### src/rtl/wps_pkg.sv
`timescale 1ns / 1ps
// Package for the waypoint path stepper: command codes, register indexes,
// sequencer states, shared structs and small arithmetic helpers.
// No dependencies.
package wps_pkg;

  localparam int WPS_MAX_POINTS = 16;
  localparam int WPS_MUL_W      = 34;
  localparam int WPS_PROD_W     = 68;
  localparam int WPS_SQRT_STEPS = 34;
  localparam int WPS_DIV_STEPS  = 31;
  localparam logic [47:0] WPS_STEP_CAP = 48'h0002_0000_0000;
  localparam logic [31:0] WPS_RADIUS_RST = 32'd131072;

  localparam logic [2:0] MODE_APPEND = 3'd0;
  localparam logic [2:0] MODE_CLEAR  = 3'd1;
  localparam logic [2:0] MODE_SETPOS = 3'd2;
  localparam logic [2:0] MODE_START  = 3'd3;
  localparam logic [2:0] MODE_TICK   = 3'd4;

  localparam logic CFG_LOOP   = 1'b0;
  localparam logic CFG_RADIUS = 1'b1;

  typedef enum logic [3:0] {
    ST_IDLE, ST_LOAD, ST_DIFF, ST_SQ, ST_SQRT, ST_SQRTW, ST_STEP, ST_STEPW,
    ST_DIV, ST_DIVW, ST_MOVE, ST_MOVEW, ST_RAD, ST_CMP, ST_FIN
  } wps_state_t;

  typedef struct packed {
    logic start;
    logic is_sqrt;
  } wps_iter_req_t;

  typedef struct packed {
    logic [31:0] spd;
    logic [31:0] z;
    logic [31:0] y;
    logic [31:0] x;
  } wps_point_t;

  // magnitude of a 33-bit signed difference
  function automatic logic [33:0] wps_mag(input logic [32:0] d);
    return d[32] ? (~{d[32], d} + 34'd1) : {1'b0, d};
  endfunction

  // add a signed move to a coordinate and saturate to 32 bits
  function automatic logic [31:0] wps_step_axis(input logic [31:0] cur,
                                                input logic neg,
                                                input logic [33:0] m);
    logic [35:0] mv;
    logic [35:0] sum;
    mv  = neg ? (36'd0 - {2'b00, m}) : {2'b00, m};
    sum = {{4{cur[31]}}, cur} + mv;
    if ($signed(sum) > 36'sd2147483647) begin
      return 32'h7FFF_FFFF;
    end else if ($signed(sum) < -36'sd2147483648) begin
      return 32'h8000_0000;
    end
    return sum[31:0];
  endfunction

endpackage

### src/rtl/wps_table.sv
`timescale 1ns / 1ps
// Waypoint table: one memory word per waypoint (x, y, z, speed).
// Depends on wps_pkg.
module wps_table import wps_pkg::*; #(
  parameter int DEPTH = WPS_MAX_POINTS,
  parameter int AW    = 4
) (
  input  logic          clk,
  input  logic          we,
  input  logic [AW-1:0] waddr,
  input  wps_point_t    wdata,
  input  logic [AW-1:0] raddr,
  output wps_point_t    rdata
);

  wps_point_t mem [DEPTH];
  wps_point_t rdata_r;

  always_ff @(posedge clk) begin
    if (we) begin
      mem[waddr] <= wdata;
    end
    rdata_r <= mem[raddr];
  end

  assign rdata = rdata_r;

endmodule

### config.mk
export PLATFORM = sky130hd
export DESIGN_NAME = wps_table
export DESIGN_NICKNAME = d
export VERILOG_FILES = /design/src/rtl/wps_pkg.sv /design/src/rtl/wps_table.sv
export SDC_FILE = /design/constraint.sdc
export NUM_CORES = 2
export LEC_CHECK = 0
export BUFFER_PORTS_ARGS = -buffer_cell sky130_fd_sc_hd__buf_4
export CORE_MARGIN = 3
export CORE_UTILIZATION = 55
export CTS_BUF_LIST = sky130_fd_sc_hd__clkbuf_16
export DETAILED_ROUTE_END_ITERATION = 10
export PLACE_DENSITY = 0.72
export SETUP_SLACK_MARGIN = 0.02
export SLEW_MARGIN = 20
export SYNTH_ARGS = -nofsm -noshare
export SYNTH_HDL_FRONTEND = slang
export SYNTH_SLANG_ARGS = --single-unit
### constraint.sdc
create_clock -name clk -period 15.1 [get_ports clk]
set_input_delay 2.265 -clock clk [delete_from_list [all_inputs] [get_ports clk]]
set_output_delay 2.265 -clock clk [all_outputs]
set_load 0.03 [all_outputs]
# ---- Yosys cells after proc, flatten, opt, wreduce, memory -nomap -nowiden
# Memories as Yosys holds them, arrays and structs flattened. A register that Yosys moved wholly into a read port is not among the register bits.
# Index checks and enable logic that the tools add are counted.
dict set report totals {
  ramBits 2048
  memories 1
  register_bits 0
  input_bits 138
}
# name depth word_bits read_ports rd_clocked_by_memory_dff wr line
set memory_table {}
lappend memory_table {mem 16 128 1 1 1 wps_table.sv:16} ;# wps_point_t mem [DEPTH];
dict set report op_classes {
  n_mux 2
}
# cell count
set op_table {}
lappend op_table {{two-way mux 1 bit} 2}

# ---- Logic depth before layout (Yosys ltp)
dict set report depth {
  word_depth 2
  depth_mapped 8
  mapped_depth_nobuf 3
}

# ---- Worst setup path after synthesis
# OpenSTA, ideal clock, no wires.
dict set report synth_path {
  path_type {input-to-reg}
  startpoint {input port waddr[2]}
  endpoint {memory mem[0][0] (netlist bit), enable pin}
  arrival_time_ps 11418
  path_stages 2
  setup_slack_ps 2908
  required_time_ps 14326
  path_cell_list {or3b_2 nor3_1}
}
# item line
set synth_rtl {}
lappend synth_rtl {{from (decl)} wps_table.sv:10} ;# input logic [AW-1:0] waddr,
lappend synth_rtl {{to (decl)} wps_table.sv:16}
# Straight into the memory's write port.

==> flow_summary.ini <==
[outcome]
outcome = completed

[timing]
finalCritPeriodShare_pct = 32.6
fmax_mhz = 203
holdWs_ns = 0.662
hold_violations = 0
rsz0062_at_grt = false
slew_viol_final = 0
fin_setup_tns_ns = 0
setup_violations = 0
worst-slew-pin-transition_ns = 1.11
relSlewSlack_pct = 26.2
finClkSkew_ns = 0.0213
fin_crit_ns = 4.93

[grt]
grt_max_degree = 130
antenna_found_initial = 16
grt_use_total_pct = 23.6
grt_pass1_vias = 37600
grt_overflow_total = 0
grt_pass1_wl_um = 253000

[synthesis]
syn_nets = 3492
ys.warnings.count = 0
synth_edf_count = 2048
synth_area_um2 = 79500
synthArstFlopShare_pct = 0
ys_ff_latch = 2176
syn_area_per_cell_um2 = 23.7
netlist_instances = 3354
yosys_most_used_dff = edfxtp_1
ys_seq_area_share_pct = 80.6
ys_types = 26

[place]
port_buffers = 265
dp.final_hpwl_um = 83200
place.gp.congestion = 0.705
placed_area_um2 = 83700

[clocking]
ctsResizeCount = 0
cts_buffer_depth = 3
htreeDepth = 4
cts_setup_buffers = 0
ctsHoldBuffers = 0
numCtsBuffers = 203
cts_tree = built
cts.clk_slew.worst_paths_ns = 0.06
clock_latency_ns = 0.83
cts_sinks = 2176
cts_root_buf = clkbuf_16

[power]
net-switching-power_mw = 2.60
power.density_nw_per_um2 = 137
leakage_nw = 29.1
combPwrFrac_pct = 5.4
p_total_mw = 12.4
p_int_mw = 9.80
switching_share_pct = 21.0
max-vdd-ir-drop_mv = 0.0962
clockPowerShare_pct = 39.6
power_frac_seq_pct = 54.9

[die]
core-area_um2 = 142000
die_h_um = 386
ioPinCount = 266
rows = 138
fp.dieW_um = 386
dieArea_um2 = 149000
start_util_pct = 55.8

[finish]
mostFrequentLayoutCell = edfxtp_1
drive_above_1_share_pct = 30.1
syn_to_final_growth_pct = 13.6
final_nets = 3850
layout_common_cells = edfxtp_1 (2048), mux4_2 (479), buf_4 (315)
finalCoreUtilization_pct = 63.4
fin_area_um2 = 90300
nFillCells = 9195

[worst_setup_path]
cp-start-kind = input port
worstSetupPathType = in2reg
worstPathArrival_ns = 5.63
ff2ff_setup_slack_ns = 13.58
r2r_cells = 3
required_ns = 15.81
crit_fanout = 84
r2r-start = mem[5][116]
r2r-end = rdata[116]
cp-end-kind = register

[routing]
drt_iter0_markers = 3928
drtPass1Iterations = 5
vias_per_cell = 6.24
vias = 36200
routed_wl_um = 172000
postRouteAntennaNets = 0
post_drt_wl_per_cell_um = 29.7
drc = 0

[worst_hold_path]
worstHoldStart = mem[14][11]
hold_depth = 3
hold-path-endpoint = rdata[11]
holdCritPathClass = reg2reg

[job]
cap_violations = 0
## per-stage QoR
stage               worst slack (ns)  cells
floorplan                       2.91   3354
global placement                9.29   5397
detailed placement              9.22   5397
CTS                            10.13   5783
global route                    9.83   5786
finish                         10.17   5799
## layout make-up
| type | instances | area (um2) | area share [%] |
|---|---|---|---|
| multi-input cells | 1001 | 14700 | 16.2 |
| flip-flops and latches | 2176 | 64100 | 71.0 |
| diodes | 16 | 40.0 | 0.0444 |
| clock inverters | 179 | 1330 | 1.47 |
| clock buffers | 207 | 5180 | 5.74 |
| well taps | 1890 | 2360 | 2.62 |
| repair buffers | 330 | 2640 | 2.92 |
## cells in the mapped netlist (all sizes together), types with 15 or more instances
master	n	share of area [%]
a22oi	216	2.0
buf	103	0.80
clkbuf	74	0.35
dfxtp	128	3.2
edfxtp	2048	77
mux2	59	0.84
mux2i	25	0.31
mux4	479	14
nand2	97	0.46
nand2b	15	0.12
nor2	15	0.071
nor2b	28	0.22
o21ai	15	0.094
o221ai	22	0.24
## logic make-up (layout without fill, tap and decap cells)
kind of cell	Yosys count	after routing	share of synthesized area [%]
DFF	2176	2176	80.6
muxes	563	563	14.7
AOI/OAI and AO/OA	271	271	2.58
buffers and inverters	177	716	1.15
and+or+nand+nor	167	167	0.960
other	0	16	0
## worst max-delay path, cell delays in order
cell,delay [ns]
buf_8,0.65
buf_4,0.88
buf_4,0.77
mux4_2,0.59
a22oi_1,0.24
nand2_1,0.08
## worst max path at each step
stage / start / endpoint / depth (start not counted)
6_report: raddr[0] / rdata[86] / 6
5_1_grt: raddr[0] / rdata[86] / 6
4_1_cts: raddr[0] / rdata[86] / 6
3_5_place_dp: raddr[0] / rdata[86] / 6
3_3_place_gp: raddr[0] / rdata[92] / 6
2_1_floorplan: waddr[2] / mem[0][0] / 2
## routing by layer
metal	GRT usage [%]	share of wire, %	vias up
met5	0	0.034	-
met4	6.52	2.3	8
met3	5.01	8.4	243
met2	37.3	49	1452
met1	33.9	40	19500
li1	-	-	15000
## state kept, by name, summed over array words and instances, names as in the netlist
signal  flops
rdata     128
mem      2048
## power by group through the flow
stage,clock [mW],combinational [mW],sequential [mW]
2_1_floorplan,0,0.327,7.00
3_3_place_gp,0,0.668,6.93
3_5_place_dp,0,0.680,6.94
4_1_cts,5.00,0.682,6.81
5_1_grt,5.24,0.720,6.82
6_report,4.92,0.671,6.81
Note: power is estimated with default switching activity, not from simulation.
