$ cat src/rtl/wps_pkg.sv
`timescale 1ns / 1ps
// Package for the waypoint path stepper: command codes, register indexes,
// sequencer states, shared structs and small arithmetic helpers.
// No dependencies.
package wps_pkg;

  localparam int WPS_MAX_POINTS = 16;
  localparam int WPS_MUL_W      = 34;
  localparam int WPS_PROD_W     = 68;
  localparam int WPS_SQRT_STEPS = 34;
  localparam int WPS_DIV_STEPS  = 31;
  localparam logic [47:0] WPS_STEP_CAP = 48'h0002_0000_0000;
  localparam logic [31:0] WPS_RADIUS_RST = 32'd131072;

  localparam logic [2:0] MODE_APPEND = 3'd0;
  localparam logic [2:0] MODE_CLEAR  = 3'd1;
  localparam logic [2:0] MODE_SETPOS = 3'd2;
  localparam logic [2:0] MODE_START  = 3'd3;
  localparam logic [2:0] MODE_TICK   = 3'd4;

  localparam logic CFG_LOOP   = 1'b0;
  localparam logic CFG_RADIUS = 1'b1;

  typedef enum logic [3:0] {
    ST_IDLE, ST_LOAD, ST_DIFF, ST_SQ, ST_SQRT, ST_SQRTW, ST_STEP, ST_STEPW,
    ST_DIV, ST_DIVW, ST_MOVE, ST_MOVEW, ST_RAD, ST_CMP, ST_FIN
  } wps_state_t;

  typedef struct packed {
    logic start;
    logic is_sqrt;
  } wps_iter_req_t;

  typedef struct packed {
    logic [31:0] spd;
    logic [31:0] z;
    logic [31:0] y;
    logic [31:0] x;
  } wps_point_t;

  // magnitude of a 33-bit signed difference
  function automatic logic [33:0] wps_mag(input logic [32:0] d);
    return d[32] ? (~{d[32], d} + 34'd1) : {1'b0, d};
  endfunction

  // add a signed move to a coordinate and saturate to 32 bits
  function automatic logic [31:0] wps_step_axis(input logic [31:0] cur,
                                                input logic neg,
                                                input logic [33:0] m);
    logic [35:0] mv;
    logic [35:0] sum;
    mv  = neg ? (36'd0 - {2'b00, m}) : {2'b00, m};
    sum = {{4{cur[31]}}, cur} + mv;
    if ($signed(sum) > 36'sd2147483647) begin
      return 32'h7FFF_FFFF;
    end else if ($signed(sum) < -36'sd2147483648) begin
      return 32'h8000_0000;
    end
    return sum[31:0];
  endfunction

endpackage

$ cat src/rtl/wps_mul.sv
`timescale 1ns / 1ps
// Shared unsigned multiplier with a registered product.
// Depends on wps_pkg.
module wps_mul import wps_pkg::*; (
  input  logic                  clk,
  input  logic [WPS_MUL_W-1:0]  a,
  input  logic [WPS_MUL_W-1:0]  b,
  output logic [WPS_PROD_W-1:0] prod
);

  logic [WPS_PROD_W-1:0] prod_r;

  always_ff @(posedge clk) begin
    prod_r <= a * b;
  end

  assign prod = prod_r;

endmodule

$ cat config.mk
export PLATFORM = sky130hd
export DESIGN_NAME = wps_mul
export DESIGN_NICKNAME = d
export VERILOG_FILES = /design/src/rtl/wps_pkg.sv /design/src/rtl/wps_mul.sv
export SDC_FILE = /design/constraint.sdc
export NUM_CORES = 2
export LEC_CHECK = 0
export BUFFER_PORTS_ARGS = -buffer_cell sky130_fd_sc_hd__buf_2
export CORE_ASPECT_RATIO = 1.4
export CORE_MARGIN = 2
export CORE_UTILIZATION = 40
export CTS_CLUSTER_SIZE = 14
export DETAILED_ROUTE_END_ITERATION = 10
export MAX_ROUTING_LAYER = met4
export SYNTH_ARGS = -nofsm -noshare
export SYNTH_HDL_FRONTEND = slang
export SYNTH_SLANG_ARGS = --single-unit
$ cat constraint.sdc
create_clock -name clk -period 10.1 [get_ports clk]
set_input_delay 0 -clock clk [delete_from_list [all_inputs] [get_ports clk]]
set_output_delay 0 -clock clk [all_outputs]
set_load 0.02 [all_outputs]
==> Word level (Yosys, flattened, before mapping) <==
Cells that the tools add are included.
{ "word_totals": {"word_cells": 2, "register_bits": 68, "out_inout_bits": 68} }
{ "classes": {"mul": 1} }
{ "ops": {"columns": ["op", "n"], "rows": [
  ["34-bit by 34-bit multiplier with 68-bit output", 1]
]} }

==> Longest topological paths before layout <==
{ "logic_depth": {"word_depth": 1, "depth_mapped": 29, "mapped_depth_nobuf": 27} }

==> Least setup slack after synthesis <==
OpenSTA, ideal clock, no wires.
{ "synth_timing": {"path_kind": "input to register", "startpoint": "input port b[4]", "endpoint": "register prod_r[66], in the netlist prod[66]", "arrival_time_ns": 6.542, "setup_slack_ns": 3.436, "setup_time_ns": 0.123, "required_time_ns": 9.977, "stages": 27, "cell_sequence": "clkbuf_1 > clkbuf_1 > nand2_1 > fa_1 > fa_1 > inv_1 > fa_1 > inv_1 > fa_1 > fa_1 > inv_1 > fa_1 > fa_1 > inv_1 > fa_1 > inv_1 > ha_1 > buf_6 > a21oi_1 > o21ai_0 > a211oi_2 > nor2_1 > o31ai_1 > nor3_1 > nor3_2 > o21ai_1 > xor2_1"} }
{ "synth_via": {"elab_chain_cells": 1} }
{ "synth_lines": {"columns": ["element", "line", "rtl"], "rows": [
  ["from (decl)", "wps_mul.sv:7", "input logic [WPS_MUL_W-1:0] b,"],
  ["34-bit by 34-bit multiplier with 68-bit output", "wps_mul.sv:14", "prod_r <= a * b;"],
  ["to (signal assigned)", "wps_mul.sv:14", null],
  ["to (decl)", "wps_mul.sv:11", "logic [WPS_PROD_W-1:0] prod_r;"]
]} }
Every way passes these cells.

==> Worst setup path in the final report <==
{ "layout_timing": {"startpoint": "input port b[19]", "endpoint": "register prod_r[63], in the netlist prod[63]"} }
The elaborated chain is that of the path after synthesis.

==> metrics.md <==
| Metric | Value |
|---|---|
| Fin crit period | 7.84 ns |
| Remaining antenna violation count | 0 |
| DRC | 0 |
| MaxCap Viol Count | 0 |
| Hold crit path type | input pin to flop |
| Die X-Extent | 267 um |
| Syn Area/Cell | 9.04 um2 |
| FILL cells | 9741 |
| Cts bufs inserted | 9 |
| CP startpoint kind | input pin |
| CP Data Arrival Time | 8.12 ns |
| Mapped Cells | 4287 |
| Async SR Flop Fraction | 0% |
| Tcrit/Tclk final | 77.6% |
| Synth area leader | fa_1 |
| Post-CTS Hold Buffers | 0 |
| Gr ovfl total | 0 |
| Post-synth top flop | dfxtp_1 |
| Synth unique cells | 65 |
| P&R area growth vs syn | 4.68% |
| Req. time, crit path | 10.39 ns |
| Initial antenna violation count | 9 |
| Final setup fails | 0 |
| Yosys top cell area share | 52.7% |
| Hold path endpoint | prod[0] |
| Vias in the first global route | 32.3k |
| Avg WL per Cell | 22.0 um |
| Vias | 28.8k |
| Drt total wl | 122 mm |
| Cell Area, Synth | 38800 um2 |
| Hold-critical path depth | 2 |
| Port buffer count | 136 |
| Row cnt | 135 |
| Core box area | 96400 um2 |
| PostCTS Resize Cnt | 0 |
| Pre-Repair DR Iteration Count | 5 |
| Initial Utilization | 40.2% |
| Final Hold Fails | 0 |
| Setup TNS | 0 ns |
| Pin count of the biggest net entering global routing | 35 |
| Synth top area cells | fa_1 (53%), inv_1 (10%), ha_1 (9.2%), and2_1 (8.1%), nand2_1 (7.1%) |
| Fin nets | 5594 |
| Hold path start | b[0] |
| Rel. slew slack | 29.1% |
| Clk root buf | clkbuf_16 |
| Largest register FFs | 68 |
| Yosys reg bits | 68 |
| Area of the multi-input gates | 32600 um2 |
| Fmax | 0.128 GHz |
| Setup CP Type | input pin to flop |
| GPL Wtd Cong | 0.928 |
| Die height | 372 um |
| First-pass GRT wire length | 187 mm |
| RSZ-0062 raised after global routing | false |
| Post-synth EDFFs | 0 |
| Least-Margin Pin Slew | 1.06 ns |
| CTS H-Tree Depth | 3 |
| DRT iter0 DRCs | 1553 |
| Vias/cell | 5.20 |
| Die Footprint | 99400 um2 |
| Io pins | 137 |
| Net Count, Synth | 5660 |
| Clk sink count | 68 |
| Yosys Warn Count | 0 |
| Placed wire-length estimate | 95.7 mm |
| Clock-pin slew on the worst setup and hold paths | 0.07 ns |
| CP endpoint kind | flop |
| CTS tree | done |
| Outcome | finished clean |
| Total GRT Usage | 26.3% |
| Clock Tree Buf Depth | 2 |
| Slew Viols, Final | 0 |
| Crit path max fanout | 34 |
| Setup Buffers After CTS | 0 |
| Register area | 1360 um2 |
| Share of cells above drive strength 1 | 4.59% |
| Seq/Total Area, Yosys | 3.51% |
final cells by class:
cell class                 count  share of cell area, %
antenna                        4                 0.0247
inverter                    1029                   9.52
timing repair buffer         157                   2.07
tap                         1301                   4.01
clock inverter                 6                  0.157
clock buffer                  10                  0.589
multi-input combinational   2956                   80.3
sequential                    68                   3.36
metal layers:
metal / track usage [%] / part of all wire [%] / vias to the layer above
met1: 25.3 / 32 / 15200
li1: - / - / 12200
met4: 20.5 / 10 / 0
met3: 2.39 / 3.6 / 435
met5: - / 0 / -
met2: 48.3 / 54 / 939
per-stage QoR:
stage	area [um2]	std cells	utilization [%]	worst slack [ns]	hold slack [ns]
6_report	40600	5531	42.1	2.26	0.348
5_1_grt	40600	5531	42.1	1.98	0.344
4_1_cts	40600	5527	42.1	2.31	0.318
3_5_place_dp	40300	5511	41.7	1.98	0.415
3_3_place_gp	40300	5511	41.7	1.91	0.415
2_1_floorplan	38800	4287	-	3.44	0.127
logic make-up (layout without fill, tap and decap cells):
family	count (synthesis)	after routing	share of synthesized area [%]
adders and majority gates	1304	1304	61.9
buffers and inverters	1263	1202	12.5
muxes	1	1	0.0258
other	0	4	0
xor gates and xnor gates	66	66	1.49
and+or+nand+nor	1359	1359	16.9
DFF	68	68	3.51
AOI/OAI and AO/OA	226	226	3.73
cell usage after synthesis, types with 7 or more instances:
library cell  number
a21oi_1           77
a21o_1            21
buf_6              8
dfxtp_1           68
nor2_1            53
xor2_1            23
a31oi_1            7
o21ai_0           44
fa_1            1020
inv_1           1029
nand2_1          729
nor3_1            12
a211oi_1           9
clkbuf_1         213
nand4_1           20
o21bai_1          13
o21ai_1           17
xnor2_1           43
nand3_1            8
and2_1           504
ha_1             284
how the worst max path moves through the flow:
stage                     slack [ns]  cells after the start        to  start
after global placement          1.91                     24  prod[63]  a[19]
after global routing            1.98                     23  prod[63]  b[19]
final                           2.26                     23  prod[63]  b[19]
after CTS                       2.31                     23  prod[63]  b[19]
after floorplan                 3.44                     27  prod[66]   b[4]
after detailed placement        1.98                     24  prod[63]  a[19]
cells in the final DEF (no fill, tap or decap), types with 4 or more instances in the layout:
cell type,count
buf_2,136
buf_4,21
nand2b_1,4
o21ai_1,17
nor2_1,53
clkbuf_16,9
a31oi_1,7
nor2b_1,6
and3_1,4
a21o_1,21
nand4_1,20
a21oi_1,77
a21oi_2,4
o21bai_1,13
xnor2_1,43
inv_1,1029
xor2_1,23
fa_1,1020
diode_2,4
and2_1,504
dfxtp_1,68
ha_1,284
o21ai_0,44
nor3_1,12
nand3_1,8
nand2_1,729
a211oi_1,9
worst max-delay path, stage by stage:
cell and delay, ns:
buf_2 0.74, nand2_1 0.20, fa_1 0.56, fa_1 0.54
inv_1 0.05, fa_1 0.47, fa_1 0.68, fa_1 0.50
fa_1 0.48, fa_1 0.49, inv_1 0.05, fa_1 0.52
inv_1 0.05, ha_1 0.42, nand4_1 0.21, nor4_1 0.57
nand2_1 0.13, a211oi_1 0.22, a31oi_1 0.17, a21oi_2 0.38
a31oi_2 0.23, o21ai_1 0.20, xor2_1 0.17
Power is left out: the tool's default activity adds up to more than one toggle a clock period on the data nets, which glitch-free logic cannot reach.
