**src/rtl/wps_pkg.sv**
```systemverilog
`timescale 1ns / 1ps
// Package for the waypoint path stepper: command codes, register indexes,
// sequencer states, shared structs and small arithmetic helpers.
// No dependencies.
package wps_pkg;

  localparam int WPS_MAX_POINTS = 16;
  localparam int WPS_MUL_W      = 34;
  localparam int WPS_PROD_W     = 68;
  localparam int WPS_SQRT_STEPS = 34;
  localparam int WPS_DIV_STEPS  = 31;
  localparam logic [47:0] WPS_STEP_CAP = 48'h0002_0000_0000;
  localparam logic [31:0] WPS_RADIUS_RST = 32'd131072;

  localparam logic [2:0] MODE_APPEND = 3'd0;
  localparam logic [2:0] MODE_CLEAR  = 3'd1;
  localparam logic [2:0] MODE_SETPOS = 3'd2;
  localparam logic [2:0] MODE_START  = 3'd3;
  localparam logic [2:0] MODE_TICK   = 3'd4;

  localparam logic CFG_LOOP   = 1'b0;
  localparam logic CFG_RADIUS = 1'b1;

  typedef enum logic [3:0] {
    ST_IDLE, ST_LOAD, ST_DIFF, ST_SQ, ST_SQRT, ST_SQRTW, ST_STEP, ST_STEPW,
    ST_DIV, ST_DIVW, ST_MOVE, ST_MOVEW, ST_RAD, ST_CMP, ST_FIN
  } wps_state_t;

  typedef struct packed {
    logic start;
    logic is_sqrt;
  } wps_iter_req_t;

  typedef struct packed {
    logic [31:0] spd;
    logic [31:0] z;
    logic [31:0] y;
    logic [31:0] x;
  } wps_point_t;

  // magnitude of a 33-bit signed difference
  function automatic logic [33:0] wps_mag(input logic [32:0] d);
    return d[32] ? (~{d[32], d} + 34'd1) : {1'b0, d};
  endfunction

  // add a signed move to a coordinate and saturate to 32 bits
  function automatic logic [31:0] wps_step_axis(input logic [31:0] cur,
                                                input logic neg,
                                                input logic [33:0] m);
    logic [35:0] mv;
    logic [35:0] sum;
    mv  = neg ? (36'd0 - {2'b00, m}) : {2'b00, m};
    sum = {{4{cur[31]}}, cur} + mv;
    if ($signed(sum) > 36'sd2147483647) begin
      return 32'h7FFF_FFFF;
    end else if ($signed(sum) < -36'sd2147483648) begin
      return 32'h8000_0000;
    end
    return sum[31:0];
  endfunction

endpackage

```
**src/rtl/wps_iter.sv**
```systemverilog
`timescale 1ns / 1ps
// Shared shift-subtract unit: integer square root (two bits a step) or
// restoring division (one bit a step). Depends on wps_pkg.
module wps_iter import wps_pkg::*; (
  input  logic          clk,
  input  logic          rst_n,
  input  wps_iter_req_t req,
  input  logic [67:0]   rad,
  input  logic [32:0]   num_mag,
  input  logic [33:0]   den,
  output logic          done,
  output logic [33:0]   quo
);

  logic [37:0] rem_r;
  logic [33:0] quo_r;
  logic [67:0] src_r;
  logic [5:0]  cnt_r;
  logic        busy_r;
  logic        sqrt_r;
  logic        done_r;
  logic [37:0] sh;
  logic [37:0] trial;
  logic        ge;

  always_comb begin
    sh    = sqrt_r ? {rem_r[35:0], src_r[67:66]} : {rem_r[36:0], src_r[67]};
    trial = sqrt_r ? {2'b00, quo_r, 2'b01} : {4'b0000, den};
    ge    = (sh >= trial);
  end

  always_ff @(posedge clk) begin
    if (!rst_n) begin
      busy_r <= 1'b0;
      done_r <= 1'b0;
    end else begin
      done_r <= 1'b0;
      if (req.start) begin
        busy_r <= 1'b1;
        sqrt_r <= req.is_sqrt;
        quo_r  <= '0;
        if (req.is_sqrt) begin
          rem_r <= '0;
          src_r <= rad;
          cnt_r <= 6'(WPS_SQRT_STEPS - 1);
        end else begin
          // the quotient stays below 2^31, so start with the top bits in place
          rem_r <= {6'd0, num_mag[32:1]};
          src_r <= {num_mag[0], 67'd0};
          cnt_r <= 6'(WPS_DIV_STEPS - 1);
        end
      end else if (busy_r) begin
        rem_r <= ge ? (sh - trial) : sh;
        quo_r <= {quo_r[32:0], ge};
        src_r <= sqrt_r ? {src_r[65:0], 2'b00} : {src_r[66:0], 1'b0};
        if (cnt_r == 6'd0) begin
          busy_r <= 1'b0;
          done_r <= 1'b1;
        end else begin
          cnt_r <= cnt_r - 6'd1;
        end
      end
    end
  end

  assign done = done_r;
  assign quo  = quo_r;

endmodule
```
**config.mk**
```make
export PLATFORM = sky130hd
export DESIGN_NAME = wps_iter
export DESIGN_NICKNAME = d
export VERILOG_FILES = /design/src/rtl/wps_pkg.sv /design/src/rtl/wps_iter.sv
export SDC_FILE = /design/constraint.sdc
export NUM_CORES = 1
export LEC_CHECK = 0
export ABC_AREA = 0
export BUFFER_PORTS_ARGS = -buffer_cell sky130_fd_sc_hd__buf_2
export CAP_MARGIN = 20
export CORE_UTILIZATION = 41
export CTS_CLUSTER_DIAMETER = 30
export CTS_CLUSTER_SIZE = 14
export DETAILED_ROUTE_END_ITERATION = 10
export GPL_TIMING_DRIVEN = 0
export PLACE_DENSITY_LB_ADDON = 0.2
export SLEW_MARGIN = 25
export SYNTH_ARGS = -nofsm -noshare
export SYNTH_HDL_FRONTEND = slang
export SYNTH_SLANG_ARGS = --single-unit
```
**constraint.sdc**
```tcl
create_clock -name clk -period 7 [get_ports clk]
set_input_delay 0 -clock clk [delete_from_list [all_inputs] [get_ports clk]]
set_output_delay 0 -clock clk [all_outputs]
set_load 0.03 [all_outputs]
```
-- Yosys cells after proc, flatten, opt, wreduce, memory -nomap -nowiden
Index checks and enable logic that the tools add are counted.
Widths: inputs -> output; s select.
- register bits after elaboration: 148
- input port bits: 139
- output and inout bits: 35
- logic and storage cells: 38
- add/subtract/negate cells: 2
- $lt $le $gt $ge: 1
- equality and inequality tests: 1
- muxes and demuxes: 19
- bitwise gates (word level): 2
- reductions and logical operators: 6
- operators by type and width (operator ; number):
    $mux 68 ; 4
    $mux 37 ; 3
    $ge 38x36->1 ; 1
    $mux 38 ; 1
    $sub 37x36->37 ; 1
    $mux 36 ; 1
    $mux 34 ; 1
    $mux 32 ; 1
    $mux 6 ; 4
    $logic_not 6->1 ; 1
    $sub 6x1->6 const B ; 1
    $mux 1 ; 4
    $reduce_and 2->1 ; 2
    $reduce_and 3->1 ; 1
    $reduce_or 3->1 ; 1
    $ne 2x2->1 const B ; 1
    $not 1->1 ; 2
    $reduce_bool 2->1 ; 1

-- Depth between registers and ports, before layout
- word-level depth: 5
- gate-level depth with buffers: 17
- mapped depth without buffers: 12

-- Worst setup path before layout
Ideal clock, no wire load.
- path type: input to register
- from: in req[1] in the netlist's numbering
- to: reg cnt_r[0] (enable)
- library setup time: 0.321 ns
- arrival: 4.065 ns
- required time: 6.679 ns
- slack: 2.614 ns
- cell stages on the path: 4
- path buffers: 2
- cells stage by stage: buf_4 > clkbuf_1 > o21a_1 > o21a_1
- cells in the longest elaborated chain, start to end: 2
- elaborated cells between the ends (all ways): 3
- classes of those cells: eq/ne (1); reduce/logical (2)
- ends and longest elaborated chain (item ; RTL line ; source):
    start, declared ; wps_iter.sv:7 ; input wps_iter_req_t req,
    $ne 2x2->1 (no source line) / $reduce_bool 2->1 (equally long branches) ; n/a ;
    $reduce_and 3->1 (no source line) (*) ; n/a ;
    end signal, assigned ; wps_iter.sv:45 ; cnt_r <= 6'(WPS_SQRT_STEPS - 1);
    end signal, assigned ; wps_iter.sv:50 ; cnt_r <= 6'(WPS_DIV_STEPS - 1);
    end signal, assigned ; wps_iter.sv:60 ; cnt_r <= cnt_r - 6'd1;
    end, declared ; wps_iter.sv:18 ; logic [5:0] cnt_r;
Mark *: on every way between the ends. The rest lies on a longest branch, timed or not.
A chain may end at the register's enable or synchronous reset.

-- Worst setup path in the final report
- from: reg sqrt_r
- to: reg rem_r[1] (data pin)
- cells in the longest elaborated chain, start to end: 5
- elaborated cells between the ends (all ways): 7
- classes of those cells: add/sub (1); order compare (1); mux (5)
- ends and longest elaborated chain (item ; RTL line ; source):
    start, declared ; wps_iter.sv:20 ; logic sqrt_r;
    start signal, assigned ; wps_iter.sv:40 ; sqrt_r <= req.is_sqrt;
    $mux 38 / $mux 36 (equally long branches) ; wps_iter.sv:27, wps_iter.sv:28 ;
    $sub 37x36->37 / $ge 38x36->1 (equally long branches) ; wps_iter.sv:53, wps_iter.sv:29 ;
    $mux 37 (*) ; wps_iter.sv:53 ; rem_r <= ge ? (sh - trial) : sh;
    $mux 37 (*) ; wps_iter.sv:52 ; end else if (busy_r) begin
    $mux 37 (*) ; wps_iter.sv:38 ; if (req.start) begin
    end signal, assigned ; wps_iter.sv:48 ; rem_r <= {6'd0, num_mag[32:1]};
    end signal, assigned ; wps_iter.sv:53 ;
    end, declared ; wps_iter.sv:15 ; logic [37:0] rem_r;
Mark *: on every way between the ends. The rest lies on a longest branch, timed or not. The select of a mux whose other input is x is not followed.

==> results.ini <==
[routing]
vias_per_cell=5.33
postRouteAntennaNets=0
num_vias=8509
drt-initial-drc-count=589
routedWlPerCell_um=18.1
route.detailed.drc=0
first_pass_iters=7
drt_wl_total_mm=28.9

[synth]
ys_warn_count=0
synthTopCellsByCount=edfxtp_1, mux2i_1, nand2_1
synth_cell_types=70
synth_nets=1145
ys_seq_area_frac=0.444
ys.flop_type=edfxtp_1
synth_edf_count=146
ys_top_cells_by_area=edfxtp_1, mux2i_1, ha_1
synthArstFlopShare=0
netlist.area_leader.share=0.440
synth_area_um2=9960
synth_area_per_cell_um2=10.3
yosys.area.top_type=edfxtp_1
syn_inst=967
synth_most_common_cell=edfxtp_1
synth-seq-cells=148

[timing]
finClkSkew_ns=0.0103
period_share=0.883
drv_slew=0
rsz0062_at_grt=false
setup_viol_count_final=0
slew_headroom=0.342
timing.fmax_ghz=0.162
tns_ns=0
hold_violations=0
min_period_ns=6.18
tightest_slew_ns=0.987

[grt]
grt_start_max_net_pins=48
overflow=0
grt_pass1_vias=8353
antenna_found_initial=2
grtUsageTotal=0.234
grt_pass1_wl_mm=44.0

[place]
post_dp_cell_area_um2=11300
gp_congestion=0.933
dp_cells=1461
hpwl_mm=20.6
io_buffers=172

[clock_tree]
cts.htree.levels=4
clock_path_buffers=2
clock_latency_ns=0.44
cts_tree=yes
cts_resized=0
root_buffer=clkbuf_16
clkTransAtPathRegs_ns=0.07
post_cts_buffers=0
cts_buffers=17
numClockSinks=148

[die]
fp.dieH_um=158
design.core.area_um2=23700
num_rows=56
dieArea_um2=24900
io_pins=174
die_width_um=158
initial_core_util=0.421

[setup_path]
worstPathCellList=clkbuf_1, buf_1, clkbuf_1, clkbuf_1, mux2i_1, ha_1, and3_1, a221oi_2, o2111ai_2, nand3_1, a211oi_2, nor2_2, buf_2, mux2i_1, o21ai_1
crit_type=flip-flop to flip-flop
cp.arrival_ns=6.35
cp_data_required_time_ns=7.18
cp_slowest_stage_delay_ns=0.80
path_max_fanout=10
path_buf_inv=5
setup.worst_path.end_class=flip-flop
critPathLaunchType=flip-flop
cpMaxStageDelayCell=clkbuf_1
cp_common_cell=clkbuf_1
crit_family=buffers and inverters
critical_path_depth=15
reg2reg_depth=15

[pwr]
powerDensity_nw_per_um2=239
vdd_drop_max_uv=182
power_leakage_uw=0.00534

[finish]
nNetsFinal=1441
stdcell_area_um2=12900
fin_cells=1596
drive_gt1_frac=0.223
area_growth_pct=29.8

[run]
maxCapViolCount=0

[hold_path]
hold_path.class=input port to flip-flop
hold_path_depth=2

[run_status]
status=finished clean

[logic make-up (layout without fill, tap and decap cells)]
group                    Yosys count  after routing  share of synthesized area
AO/OA/AOI/OAI                    251            251                      0.155
other                              0              1                          0
flip-flops                       148            148                      0.444
AND/OR/NAND/NOR                  265            265                      0.128
XOR/XNOR                          31             31                     0.0273
multiplexers                     155            155                      0.160
adder cells (fa/ha/maj)           39             39                     0.0497
buffers and inverters             78            387                     0.0349
[final timing paths]
check,from,endpoint,slack [ns]
worst max-delay path,sqrt_r,rem_r[1],0.82
worst min-delay path,req[1],src_r[9],0.03
worst max register to register,sqrt_r,rem_r[1],0.82
worst min register to register,busy_r,done,0.47
[where the power goes]
part / internal [uW] / switching (uW)
Clock: 485 / 457
Sequential: 1080 / 40.2
Combinational: 441 / 583
Total: 2010 / 1080
[layer usage]
metal / wire [um] / up-vias / track usage
met5: 8 / - / 0
met4: 344 / 2 / 0.0633
met3: 1630 / 24 / 0.0408
met2: 13500 / 234 / 0.396
met1: 13300 / 4041 / 0.307
li1: - / 4208 / -
[registers in the layout (all words and copies together) (netlist names)]
register	cells
src_r	68
rem_r	37
quo	34
cnt_r	6
busy_r	1
done	1
sqrt_r	1
[stage by stage]
stage / total power, uW / hold WS [ns] / util / setup WS [ns]
2_1_floorplan: 1850 / 0.0989 / - / 2.61
3_3_place_gp: 2100 / 0.263 / 0.474 / 0.730
3_5_place_dp: 2110 / 0.274 / 0.477 / 0.813
4_1_cts: 3100 / 0.0373 / 0.546 / 0.791
5_1_grt: 3250 / 0.0740 / 0.546 / 0.534
6_report: 3090 / 0.0331 / 0.546 / 0.822
[layout by cell type, fill, tap and decap left out, types with 7 or more instances in the layout]
master	n
mux2i_1	120
a31oi_1	7
xnor2_1	20
nor2b_1	38
a211oi_1	8
clkbuf_1	32
buf_2	189
a21o_1	13
o21a_1	8
o21ai_0	95
mux2_2	35
nand4_1	10
dlygate4sd3_1	102
clkbuf_16	17
a21oi_1	57
inv_1	17
xor2_1	11
nor2_1	33
nand3_1	14
nand2_1	120
nor3_1	9
o21ai_1	14
edfxtp_1	146
ha_1	38
[repair_timing]
action                                  in CTS  in global routing
endpoints found under the setup margin       0                  0
hold buffers                               102                  0
hold endpoints to repair                   102                  0
[final cells by class]
cell class,instances,area (um^2)
antenna,1,2.50
buffer,59,277
clock buffer,17,425
clock inverter,15,188
fill,2165,10800
inverter,19,71.3
multi-input combinational,741,5200
sequential,148,4420
tap,319,399
timing repair buffer,277,1950
[worst register-to-register path, cell delays in order (launching register included)]
cell	delay (ns)
edfxtp_1	0.33
clkbuf_1	0.48
buf_1	0.65
clkbuf_1	0.59
clkbuf_1	0.81
mux2i_1	0.38
ha_1	0.35
and3_1	0.20
a221oi_2	0.46
o2111ai_2	0.29
nand3_1	0.18
a211oi_2	0.13
nor2_2	0.39
buf_2	0.38
mux2i_1	0.23
o21ai_1	0.08
Power figures use the tool's default switching activity.
